### config.mk
export PLATFORM = sky130hd
export DESIGN_NAME = thermal_frame_extremes_flat
export DESIGN_NICKNAME = d
export VERILOG_FILES = /design/src/hw/rtl/tfe_pkg.sv /design/src/hw/rtl/tfe_byte_if.sv /design/src/hw/rtl/tfe_cfg_if.sv /design/src/hw/rtl/tfe_result_if.sv /design/src/hw/rtl/tfe_queue.sv /design/src/hw/rtl/tfe_front.sv /design/src/hw/rtl/tfe_back.sv /design/src/hw/rtl/thermal_frame_extremes.sv /design/src/flat_wrapper.sv
export SDC_FILE = /design/constraint.sdc
export NUM_CORES = 1
export LEC_CHECK = 0
export ABC_AREA = 1
export BUFFER_PORTS_ARGS = -buffer_cell sky130_fd_sc_hd__buf_4
export CAP_MARGIN = 20
export CORE_MARGIN = 1.5
export CORE_UTILIZATION = 55
export DETAILED_ROUTE_END_ITERATION = 7
export PLACE_DENSITY = 0.77
export SLEW_MARGIN = 10
export SYNTH_ARGS = -nofsm -noshare
export SYNTH_HDL_FRONTEND = slang
export SYNTH_HIERARCHICAL = 1
export SYNTH_SLANG_ARGS = --single-unit
### constraint.sdc
create_clock -name clk -period 13.3 [get_ports clk]
set_input_delay 1.33 -clock clk [delete_from_list [all_inputs] [get_ports clk]]
set_output_delay 1.33 -clock clk [all_outputs]
set_load 0.02 [all_outputs]
### src/hw/rtl/tfe_pkg.sv
// types and constants for the thermal frame extremes block
// no dependencies; used by every other rtl file but the defines header
package tfe_pkg;

  localparam int unsigned BYTE_W      = 8;
  localparam int unsigned RAW_W       = 16;
  localparam int unsigned COUNT_W     = 13;
  localparam int unsigned CFG_INDEX_W = 8;
  localparam int unsigned CFG_DATA_W  = 16;
  localparam int unsigned SCALE_W     = 10;
  localparam int unsigned PROD_W      = 26;
  localparam int unsigned REF_TEMP_W  = 21;
  localparam int unsigned BODY_TEMP_W = 20;
  localparam int unsigned MIN_TEMP_W  = 27;

  // temperature in 0.0001 degC is raw * 636 - 799000
  localparam logic [SCALE_W-1:0]    TEMP_SCALE  = 10'd636;
  localparam logic [MIN_TEMP_W-1:0] TEMP_OFFSET = 27'd799000;
  localparam logic [MIN_TEMP_W-1:0] NO_MIN_TEMP = 27'd40000000;

  // raw bounds equivalent to temperature at or above 0 degC and at or below 4000 degC
  localparam logic [RAW_W-1:0] RAW_MAX_FLOOR = 16'd1257;
  localparam logic [RAW_W-1:0] RAW_MIN_CEIL  = 16'd64149;

  localparam logic [BYTE_W-1:0] HEADER_LENGTH_RST = 8'd31;
  localparam logic [RAW_W-1:0]  REF_CEIL_RST      = 16'd3000;
  localparam logic [RAW_W-1:0]  BODY_CEIL_RST     = 16'd2500;
  localparam logic [RAW_W-1:0]  MIN_FLOOR_RST     = 16'd1000;

  localparam int unsigned QUEUE_DEPTH = 4;
  localparam int unsigned QPTR_W      = 2;

  typedef enum logic [CFG_INDEX_W-1:0] {
    REG_HEADER_LENGTH = 8'd0,
    REG_REF_MAX_CEIL  = 8'd1,
    REG_BODY_MAX_CEIL = 8'd2,
    REG_MIN_FLOOR     = 8'd3
  } cfg_reg_e;

  typedef struct packed {
    logic [BYTE_W-1:0] header_length;
    logic [RAW_W-1:0]  ref_max_ceiling;
    logic [RAW_W-1:0]  body_max_ceiling;
    logic [RAW_W-1:0]  min_floor;
  } cfg_regs_t;

  typedef struct packed {
    logic             has_pixel;
    logic [RAW_W-1:0] raw;
    logic             last;
  } pix_tok_t;

  typedef struct packed {
    logic [RAW_W-1:0]   ref_max_raw;
    logic [RAW_W-1:0]   body_max_raw;
    logic [RAW_W-1:0]   min_raw;
    logic               min_found;
    logic [COUNT_W-1:0] count;
  } snap_t;

  typedef struct packed {
    logic [PROD_W-1:0]  ref_prod;
    logic [PROD_W-1:0]  body_prod;
    logic [PROD_W-1:0]  min_prod;
    logic               min_found;
    logic [COUNT_W-1:0] count;
  } prod_t;

endpackage

### src/hw/rtl/tfe_byte_if.sv
// frame byte channel: valid, ready and one byte with its end-of-frame mark
// depends on tfe_pkg
interface tfe_byte_if;
  import tfe_pkg::*;

  logic              valid;
  logic              ready;
  logic [BYTE_W-1:0] data_byte;
  logic              last_byte;

  modport source (output valid, output data_byte, output last_byte, input ready);
  modport sink (input valid, input data_byte, input last_byte, output ready);
endinterface

### src/hw/rtl/tfe_cfg_if.sv
// configuration write channel: valid, ready, register index and write data
// depends on tfe_pkg
interface tfe_cfg_if;
  import tfe_pkg::*;

  logic                   valid;
  logic                   ready;
  logic [CFG_INDEX_W-1:0] index;
  logic [CFG_DATA_W-1:0]  data;

  modport source (output valid, output index, output data, input ready);
  modport sink (input valid, input index, input data, output ready);
endinterface

### src/hw/rtl/tfe_result_if.sv
// result channel: valid, ready and the per-frame extreme temperatures
// depends on tfe_pkg
interface tfe_result_if;
  import tfe_pkg::*;

  logic                          valid;
  logic                          ready;
  logic [REF_TEMP_W-1:0]         reference_max_temp;
  logic [BODY_TEMP_W-1:0]        body_max_temp;
  logic signed [MIN_TEMP_W-1:0]  scene_min_temp;
  logic [COUNT_W-1:0]            pixel_count;

  modport source (output valid, output reference_max_temp, output body_max_temp,
                  output scene_min_temp, output pixel_count, input ready);
  modport sink (input valid, input reference_max_temp, input body_max_temp,
                input scene_min_temp, input pixel_count, output ready);
endinterface

### src/hw/rtl/tfe_queue.sv
// short token queue between the byte front end and the tracking back end
// depends on tfe_pkg
module tfe_queue (
  input  logic              clk,
  input  logic              rst,
  input  logic              push,
  input  tfe_pkg::pix_tok_t wr_data,
  output logic              full,
  input  logic              pop,
  output tfe_pkg::pix_tok_t rd_data,
  output logic              empty
);
  import tfe_pkg::*;

  pix_tok_t            slots [QUEUE_DEPTH];
  logic [QPTR_W-1:0]   wr_ptr;
  logic [QPTR_W-1:0]   rd_ptr;
  logic [QPTR_W:0]     fill;
  logic                do_push;
  logic                do_pop;

  assign full    = (fill == (QPTR_W+1)'(QUEUE_DEPTH));
  assign empty   = (fill == '0);
  assign do_push = push && !full;
  assign do_pop  = pop && !empty;
  assign rd_data = slots[rd_ptr];

  always_ff @(posedge clk) begin
    if (do_push) begin
      slots[wr_ptr] <= wr_data;
    end
  end

  always_ff @(posedge clk) begin
    if (rst) begin
      wr_ptr <= '0;
      rd_ptr <= '0;
      fill   <= '0;
    end else begin
      if (do_push) begin
        wr_ptr <= wr_ptr + 1'b1;
      end
      if (do_pop) begin
        rd_ptr <= rd_ptr + 1'b1;
      end
      case ({do_push, do_pop})
        2'b10:   fill <= fill + 1'b1;
        2'b01:   fill <= fill - 1'b1;
        default: fill <= fill;
      endcase
    end
  end
endmodule

### src/hw/rtl/tfe_front.sv
// front end: header skip and high/low byte pairing into raw pixel tokens
// depends on tfe_pkg and tfe_byte_if
module tfe_front (
  input  logic               clk,
  input  logic               rst,
  tfe_byte_if.sink           frame,
  input  tfe_pkg::cfg_regs_t cfg_regs,
  output tfe_pkg::pix_tok_t  tok,
  output logic               tok_push,
  input  logic               q_full
);
  import tfe_pkg::*;

  logic [BYTE_W-1:0] byte_position;
  logic              pair_phase;
  logic [BYTE_W-1:0] held_high_byte;
  logic              accept;
  logic              in_header;

  assign frame.ready = !q_full;
  assign accept      = frame.valid && frame.ready;
  assign in_header   = (byte_position < cfg_regs.header_length);

  assign tok.has_pixel = !in_header && pair_phase;
  assign tok.raw       = {held_high_byte, frame.data_byte};
  assign tok.last      = frame.last_byte;
  assign tok_push      = accept && (tok.has_pixel || frame.last_byte);

  always_ff @(posedge clk) begin
    if (accept && !in_header && !pair_phase) begin
      held_high_byte <= frame.data_byte;
    end
  end

  always_ff @(posedge clk) begin
    if (rst) begin
      byte_position <= '0;
      pair_phase    <= 1'b0;
    end else if (accept) begin
      if (frame.last_byte) begin
        byte_position <= '0;
        pair_phase    <= 1'b0;
      end else if (in_header) begin
        byte_position <= byte_position + 1'b1;
      end else begin
        pair_phase <= !pair_phase;
      end
    end
  end
endmodule

### src/hw/rtl/tfe_back.sv
// back end: gated extreme tracking, frame snapshot, scaling and result register
// depends on tfe_pkg and tfe_result_if
module tfe_back #(
  parameter int unsigned VALID_PIXELS = 4785
) (
  input  logic               clk,
  input  logic               rst,
  input  tfe_pkg::cfg_regs_t cfg_regs,
  input  tfe_pkg::pix_tok_t  tok,
  input  logic               q_empty,
  output logic               pop,
  tfe_result_if.source       result
);
  import tfe_pkg::*;

  snap_t trk;
  snap_t trk_next;
  snap_t snap;
  logic  snap_valid;
  prod_t prod;
  logic  prod_valid;

  logic out_free;
  logic prod_free;
  logic snap_free;

  logic signed [MIN_TEMP_W-1:0] ref_t;
  logic signed [MIN_TEMP_W-1:0] body_t;
  logic signed [MIN_TEMP_W-1:0] min_t;

  assign out_free  = !result.valid || result.ready;
  assign prod_free = !prod_valid || out_free;
  assign snap_free = !snap_valid || prod_free;
  assign pop       = !q_empty && (!tok.last || snap_free);

  always_comb begin
    logic counted;
    logic max_ok;
    logic min_ok;
    counted  = tok.has_pixel && (trk.count < COUNT_W'(VALID_PIXELS));
    max_ok   = counted && (tok.raw >= RAW_MAX_FLOOR);
    min_ok   = counted && (tok.raw > cfg_regs.min_floor) && (tok.raw <= RAW_MIN_CEIL);
    trk_next = trk;
    if (counted) begin
      trk_next.count = trk.count + 1'b1;
    end
    if (max_ok && (tok.raw < cfg_regs.ref_max_ceiling) && (tok.raw > trk.ref_max_raw)) begin
      trk_next.ref_max_raw = tok.raw;
    end
    if (max_ok && (tok.raw < cfg_regs.body_max_ceiling) && (tok.raw > trk.body_max_raw)) begin
      trk_next.body_max_raw = tok.raw;
    end
    if (min_ok && (!trk.min_found || (tok.raw < trk.min_raw))) begin
      trk_next.min_raw   = tok.raw;
      trk_next.min_found = 1'b1;
    end
  end

  // tracker state, cleared at each frame end
  always_ff @(posedge clk) begin
    if (rst) begin
      trk.ref_max_raw  <= '0;
      trk.body_max_raw <= '0;
      trk.min_raw      <= '1;
      trk.min_found    <= 1'b0;
      trk.count        <= '0;
    end else if (pop) begin
      if (tok.last) begin
        trk.ref_max_raw  <= '0;
        trk.body_max_raw <= '0;
        trk.min_raw      <= '1;
        trk.min_found    <= 1'b0;
        trk.count        <= '0;
      end else begin
        trk <= trk_next;
      end
    end
  end

  // frame snapshot stage
  always_ff @(posedge clk) begin
    if (pop && tok.last) begin
      snap <= trk_next;
    end
  end

  always_ff @(posedge clk) begin
    if (rst) begin
      snap_valid <= 1'b0;
    end else if (pop && tok.last) begin
      snap_valid <= 1'b1;
    end else if (prod_free) begin
      snap_valid <= 1'b0;
    end
  end

  // scaling stage
  always_ff @(posedge clk) begin
    if (prod_free && snap_valid) begin
      prod.ref_prod  <= PROD_W'(snap.ref_max_raw) * PROD_W'(TEMP_SCALE);
      prod.body_prod <= PROD_W'(snap.body_max_raw) * PROD_W'(TEMP_SCALE);
      prod.min_prod  <= PROD_W'(snap.min_raw) * PROD_W'(TEMP_SCALE);
      prod.min_found <= snap.min_found;
      prod.count     <= snap.count;
    end
  end

  always_ff @(posedge clk) begin
    if (rst) begin
      prod_valid <= 1'b0;
    end else if (prod_free) begin
      prod_valid <= snap_valid;
    end
  end

  // offset and clamp into the output register
  assign ref_t  = MIN_TEMP_W'(prod.ref_prod) - TEMP_OFFSET;
  assign body_t = MIN_TEMP_W'(prod.body_prod) - TEMP_OFFSET;
  assign min_t  = MIN_TEMP_W'(prod.min_prod) - TEMP_OFFSET;

  always_ff @(posedge clk) begin
    if (out_free && prod_valid) begin
      if (ref_t[MIN_TEMP_W-1]) begin
        result.reference_max_temp <= '0;
      end else if (|ref_t[MIN_TEMP_W-2:REF_TEMP_W]) begin
        result.reference_max_temp <= '1;
      end else begin
        result.reference_max_temp <= ref_t[REF_TEMP_W-1:0];
      end
      if (body_t[MIN_TEMP_W-1]) begin
        result.body_max_temp <= '0;
      end else if (|body_t[MIN_TEMP_W-2:BODY_TEMP_W]) begin
        result.body_max_temp <= '1;
      end else begin
        result.body_max_temp <= body_t[BODY_TEMP_W-1:0];
      end
      result.scene_min_temp <= prod.min_found ? min_t : $signed(NO_MIN_TEMP);
      result.pixel_count    <= prod.count;
    end
  end

  always_ff @(posedge clk) begin
    if (rst) begin
      result.valid <= 1'b0;
    end else if (out_free) begin
      result.valid <= prod_valid;
    end
  end
endmodule

### src/hw/rtl/thermal_frame_extremes.sv
// thermal frame extremes: one byte per cycle in while the token queue is not full, one result per frame out
// result path: the last byte's token passes the token queue, then the snapshot, scaling and output registers
// throughput: one byte per cycle while the 4-entry token queue is not full, set by the front end and that queue
// a new frame may start on the cycle after a last byte; results queue behind a 3-stage pipe
// reset (synchronous, active high): registers return to defaults, trackers and queue empty
// depends on tfe_pkg, the channel interfaces, tfe_queue, tfe_front and tfe_back
module thermal_frame_extremes #(
  parameter int unsigned VALID_PIXELS = 4785
) (
  input  logic          clk,
  input  logic          rst,
  tfe_byte_if.sink      frame,
  tfe_cfg_if.sink       cfg,
  tfe_result_if.source  result
);
  import tfe_pkg::*;

  cfg_regs_t cfg_regs;
  pix_tok_t  front_tok;
  pix_tok_t  head_tok;
  logic      tok_push;
  logic      q_full;
  logic      q_empty;
  logic      q_pop;

  assign cfg.ready = 1'b1;

  always_ff @(posedge clk) begin
    if (rst) begin
      cfg_regs.header_length    <= HEADER_LENGTH_RST;
      cfg_regs.ref_max_ceiling  <= REF_CEIL_RST;
      cfg_regs.body_max_ceiling <= BODY_CEIL_RST;
      cfg_regs.min_floor        <= MIN_FLOOR_RST;
    end else if (cfg.valid && cfg.ready) begin
      case (cfg.index)
        REG_HEADER_LENGTH: cfg_regs.header_length    <= cfg.data[BYTE_W-1:0];
        REG_REF_MAX_CEIL:  cfg_regs.ref_max_ceiling  <= cfg.data;
        REG_BODY_MAX_CEIL: cfg_regs.body_max_ceiling <= cfg.data;
        REG_MIN_FLOOR:     cfg_regs.min_floor        <= cfg.data;
        default:           cfg_regs                  <= cfg_regs;
      endcase
    end
  end

  tfe_front u_front (
    .clk      (clk),
    .rst      (rst),
    .frame    (frame),
    .cfg_regs (cfg_regs),
    .tok      (front_tok),
    .tok_push (tok_push),
    .q_full   (q_full)
  );

  tfe_queue u_queue (
    .clk     (clk),
    .rst     (rst),
    .push    (tok_push),
    .wr_data (front_tok),
    .full    (q_full),
    .pop     (q_pop),
    .rd_data (head_tok),
    .empty   (q_empty)
  );

  tfe_back #(
    .VALID_PIXELS (VALID_PIXELS)
  ) u_back (
    .clk      (clk),
    .rst      (rst),
    .cfg_regs (cfg_regs),
    .tok      (head_tok),
    .q_empty  (q_empty),
    .pop      (q_pop),
    .result   (result)
  );
endmodule

### src/flat_wrapper.sv
// flat-port wrapper written by rule: the top's interface ports become plain ports
module thermal_frame_extremes_flat import tfe_pkg::*;
#(
  parameter int unsigned VALID_PIXELS = 4785
)
  (clk, rst, frame_valid, frame_data_byte, frame_last_byte, frame_ready, cfg_valid, cfg_index, cfg_data, cfg_ready, result_valid, result_reference_max_temp, result_body_max_temp, result_scene_min_temp, result_pixel_count, result_ready);
  tfe_byte_if frame_i ();
  tfe_cfg_if cfg_i ();
  tfe_result_if result_i ();
  input  logic clk;
  input  logic rst;
  input wire logic [$bits(frame_i.valid)-1:0] frame_valid;
  input wire logic [$bits(frame_i.data_byte)-1:0] frame_data_byte;
  input wire logic [$bits(frame_i.last_byte)-1:0] frame_last_byte;
  output wire logic [$bits(frame_i.ready)-1:0] frame_ready;
  input wire logic [$bits(cfg_i.valid)-1:0] cfg_valid;
  input wire logic [$bits(cfg_i.index)-1:0] cfg_index;
  input wire logic [$bits(cfg_i.data)-1:0] cfg_data;
  output wire logic [$bits(cfg_i.ready)-1:0] cfg_ready;
  output wire logic [$bits(result_i.valid)-1:0] result_valid;
  output wire logic [$bits(result_i.reference_max_temp)-1:0] result_reference_max_temp;
  output wire logic [$bits(result_i.body_max_temp)-1:0] result_body_max_temp;
  output wire logic [$bits(result_i.scene_min_temp)-1:0] result_scene_min_temp;
  output wire logic [$bits(result_i.pixel_count)-1:0] result_pixel_count;
  input wire logic [$bits(result_i.ready)-1:0] result_ready;
  assign frame_i.valid = frame_valid;
  assign frame_i.data_byte = frame_data_byte;
  assign frame_i.last_byte = frame_last_byte;
  assign frame_ready = frame_i.ready;
  assign cfg_i.valid = cfg_valid;
  assign cfg_i.index = cfg_index;
  assign cfg_i.data = cfg_data;
  assign cfg_ready = cfg_i.ready;
  assign result_valid = result_i.valid;
  assign result_reference_max_temp = result_i.reference_max_temp;
  assign result_body_max_temp = result_i.body_max_temp;
  assign result_scene_min_temp = result_i.scene_min_temp;
  assign result_pixel_count = result_i.pixel_count;
  assign result_i.ready = result_ready;
  thermal_frame_extremes #(.VALID_PIXELS(VALID_PIXELS)) u_core (.clk(clk), .rst(rst), .frame(frame_i), .cfg(cfg_i), .result(result_i));
endmodule
==> impl_metrics.tcl <==
set metrics [dict create \
    min_path_cells 0 \
    clockRootBuffer "clkbuf_16" \
    worst_path_largest_cell_delay_ps 540 \
    slowest_stage "edfxtp_1" \
    core_area_mm2 0.0553 \
    routed-wl-met3_um 3410 \
    antenna-diode-count 0 \
    fin_skew_ps 25.3 \
    routed.top_layer "met4" \
    place_hpwl_um 47300 \
    rsz0062_at_grt "false" \
    hp-start "u_core/u_back/prod[4]" \
    synth_top_area_cell "edfxtp_1" \
    crit_arrival_ps 4720 \
    dr.first_iter.drc_count 1702 \
    syn_avg_cell_area_um2 8.79 \
    worstReg2RegEnd "u_core/u_back/prod[31]" \
    ys.flop_type "edfxtp_1" \
    num_rows 86 \
    cp_num_buf_inv 2 \
    period_needed_ps 4400 \
    async_flop_share_pct 0 \
    numCtsBuffers 48 \
    drv_cap 0 \
    cts_tree "done" \
    synthTopCellsByArea "edfxtp_1, fa_1, ha_1" \
    synth-edff-count 305 \
    worstHoldPathType "register to register" \
    cp_max_fo 6 \
    clock.fmax_ghz 0.227 \
    finalNetCount 4083 \
    hold_end "u_core/u_back/result.pixel_count[4]" \
    die_h_um 240 \
    die_x_um 240 \
    seqCellArea_mm2 0.0119 \
    drt_drc_violations_left 0 \
    via_count 23200 \
    multi_input_area_mm2 0.0158 \
    synth-seq-area-share_pct 38.7 \
    hold_viol 0 \
    finalSetupViolCount 0 \
    synth_top_area_share_pct 29.6 \
    path_cells "fa_1 > inv_1 > fa_1 > fa_1 > fa_1 > inv_1 > ha_1 > nand2_1 > o21ai_0 > nor2_1 > o21ai_0 > a21oi_1 > xnor2_1" \
    synthDistinctLibCells 56 \
    wl_met1_um 27600 \
    cts_hold_buf 0 \
    first_pass_iters 6 \
    post-route-period-util_pct 33.1 \
    path_clk_slew_ps 60 \
    ioPinCount 122 \
    fin_tns_setup_ps 0 \
    rrSetupSlack_ps 8900 \
    crit_top_cell "fa_1" \
    relSlewSlack_pct 18.2 \
    drt_wl_total_um 64000 \
    syn_to_final_growth_pct 9.85 \
    antenna_found_initial 0 \
    h-tree-depth 2 \
    required_ps 13620 \
    track_usage_pct 22.8 \
    vias_per_cell 5.25 \
    status "complete, no violations" \
    gr-total-overflow 0 \
    die_area_mm2 0.0576 \
    gp_congestion 0.910 \
    worst_pin_slew_ps 1230 \
    drive_gt1_share_pct 8.52 \
    wl_met2_um 30800 \
    stdcell_count 4409 \
    routedWlPerCell_um 14.5 \
    cts_resized 0 \
    clock_path_buffers 3 \
    grt_max_degree 72 \
    syn_inst 3513 \
    grt_pass1_vias 22200 \
    start_util_pct 55.9 \
    grt_pass1_wl_um 107000 \
    setup.worst_path.end_class "register" \
    crit_family "adder cells" \
    yosys_warnings 6 \
    maxSlewViolCount 0 \
    ff2ff_path_depth 13 \
    netlist_area_mm2 0.0309 \
    clk_latency_ps 580 \
    dp.cells 4320 \
    worstReg2RegStart "u_core/u_back/snap[17]" \
    yosys_register_bits 444 \
    cts_sinks 444 \
    cts_setup_buffers 0 \
    fill_cells 4671 \
    path_class "register to register" \
    cp-start-kind "register" \
    numPortBuffers 118 \
    ant_nets 0 \
]
final cells by class:
type | count | share of cell area, %
Clock inverter | 27 | 0.785
Inverter | 685 | 7.64
Timing Repair Buffer | 141 | 3.12
Clock buffer | 62 | 3.94
Sequential cell | 444 | 35.2
Multi-Input combinational cell | 2302 | 46.6
Tap cell | 748 | 2.76
cells in the mapped netlist (4+ instances only):
| cell type | n |
|---|---|
| inv_1 | 671 |
| nand2_1 | 616 |
| edfxtp_1 | 305 |
| ha_1 | 260 |
| a21oi_1 | 257 |
| nor2_1 | 254 |
| nand3_1 | 243 |
| fa_1 | 163 |
| dfxtp_1 | 139 |
| o21ai_0 | 120 |
| xor2_1 | 62 |
| nand4_1 | 53 |
| and2_1 | 50 |
| clkbuf_1 | 26 |
| nand2_2 | 26 |
| nor3_1 | 24 |
| xnor2_1 | 22 |
| buf_4 | 21 |
| buf_6 | 20 |
| o22ai_1 | 18 |
| a21o_1 | 15 |
| nor4_1 | 14 |
| o21a_1 | 12 |
| buf_2 | 11 |
| inv_2 | 10 |
| nand2_4 | 10 |
| o21ai_2 | 9 |
| nand3_2 | 7 |
| nor2_2 | 7 |
| o21bai_1 | 7 |
| o21ai_1 | 6 |
| a31oi_1 | 5 |
| nor2_4 | 4 |
| nor2_8 | 4 |
| or2_2 | 4 |
how the worst max path moves through the flow:
stage / cells after the start / endpoint / start / slack, ps
2_1_floorplan: 2 / u_core/u_back/result.body_max_temp[10] / result_ready / 8170
3_3_place_gp: 18 / u_core/u_queue/fill[2] / result_ready / 9070
3_5_place_dp: 13 / u_core/u_back/prod[87] / u_core/u_back/snap[49] / 8930
4_1_cts: 13 / u_core/u_back/prod[87] / u_core/u_back/snap[49] / 8920
5_1_grt: 13 / u_core/u_back/prod[87] / u_core/u_back/snap[49] / 8610
6_report: 13 / u_core/u_back/prod[31] / u_core/u_back/snap[17] / 8900
stage by stage:
stage	worst slack, ps	utilization, %	hold slack, ps	area (µm²)
2_1_floorplan	8170	-	400	30900
3_3_place_gp	9070	58.5	402	32300
3_5_place_dp	8930	58.5	405	32300
4_1_cts	8920	61.4	418	33900
5_1_grt	8610	61.4	423	33900
6_report	8900	61.4	415	33900
kinds of logic after synthesis:
| group | Yosys count | share of synthesized area [%] |
|---|---|---|
| compound gates | 467 | 8.27 |
| fa+ha+maj | 423 | 21.1 |
| flops | 444 | 38.7 |
| buf+inv | 768 | 10.3 |
| other cells | 2 | 0.0243 |
| simple gates | 1325 | 19.3 |
| xor+xnor | 84 | 2.38 |
flip-flops by register name, summed over array words and instances, names as in the netlist, named ones only:
name and cells:
u_core/u_back/prod 86, u_core/u_back/result.valid 1, u_core/u_back/snap 62, u_core/u_front/held_high_byte 8, u_core/u_queue/wr_ptr 2, u_core/u_front/pair_phase 1
u_core/u_back/result.scene_min_temp 25, u_core/u_back/prod_valid 1, u_core/u_back/trk 62, u_core/u_back/result.pixel_count 13, u_core/u_queue/fill 3, u_core/u_queue/slots 72
u_core/u_queue/rd_ptr 2, u_core/u_front/byte_position 8, u_core/u_back/result.reference_max_temp 20, u_core/u_back/snap_valid 1, u_core/cfg_regs 56, u_core/u_back/result.body_max_temp 19
per-layer routing:
layer  global-route usage [%]  up-vias
li1                         -    11600
met1                     29.3    10800
met2                     39.3      655
met3                     3.12      146
met4                     8.02        0
met5                        0        -
cells in the final DEF (no fill, tap or decap), drive strengths merged, types with 4 or more instances in the layout:
master and instances:
inv 685, nor4 14, clkinvlp 5, bufinv 4, fa 163, ha 260, nand2 652, dfxtp 139
a21oi 259, clkinv 18, and2 50, buf 141, edfxtp 305, xor2 62, nand4 53, or2 4
xnor2 22, clkbuf 62, nor3 25, nor2 269, o21bai 8, a21o 15, a31oi 5, nand3 252
o22ai 18, o21ai 135, o21a 12
Power is left out: the tool's default activity adds up to more than one toggle a clock period on the data nets, which glitch-free logic cannot reach.
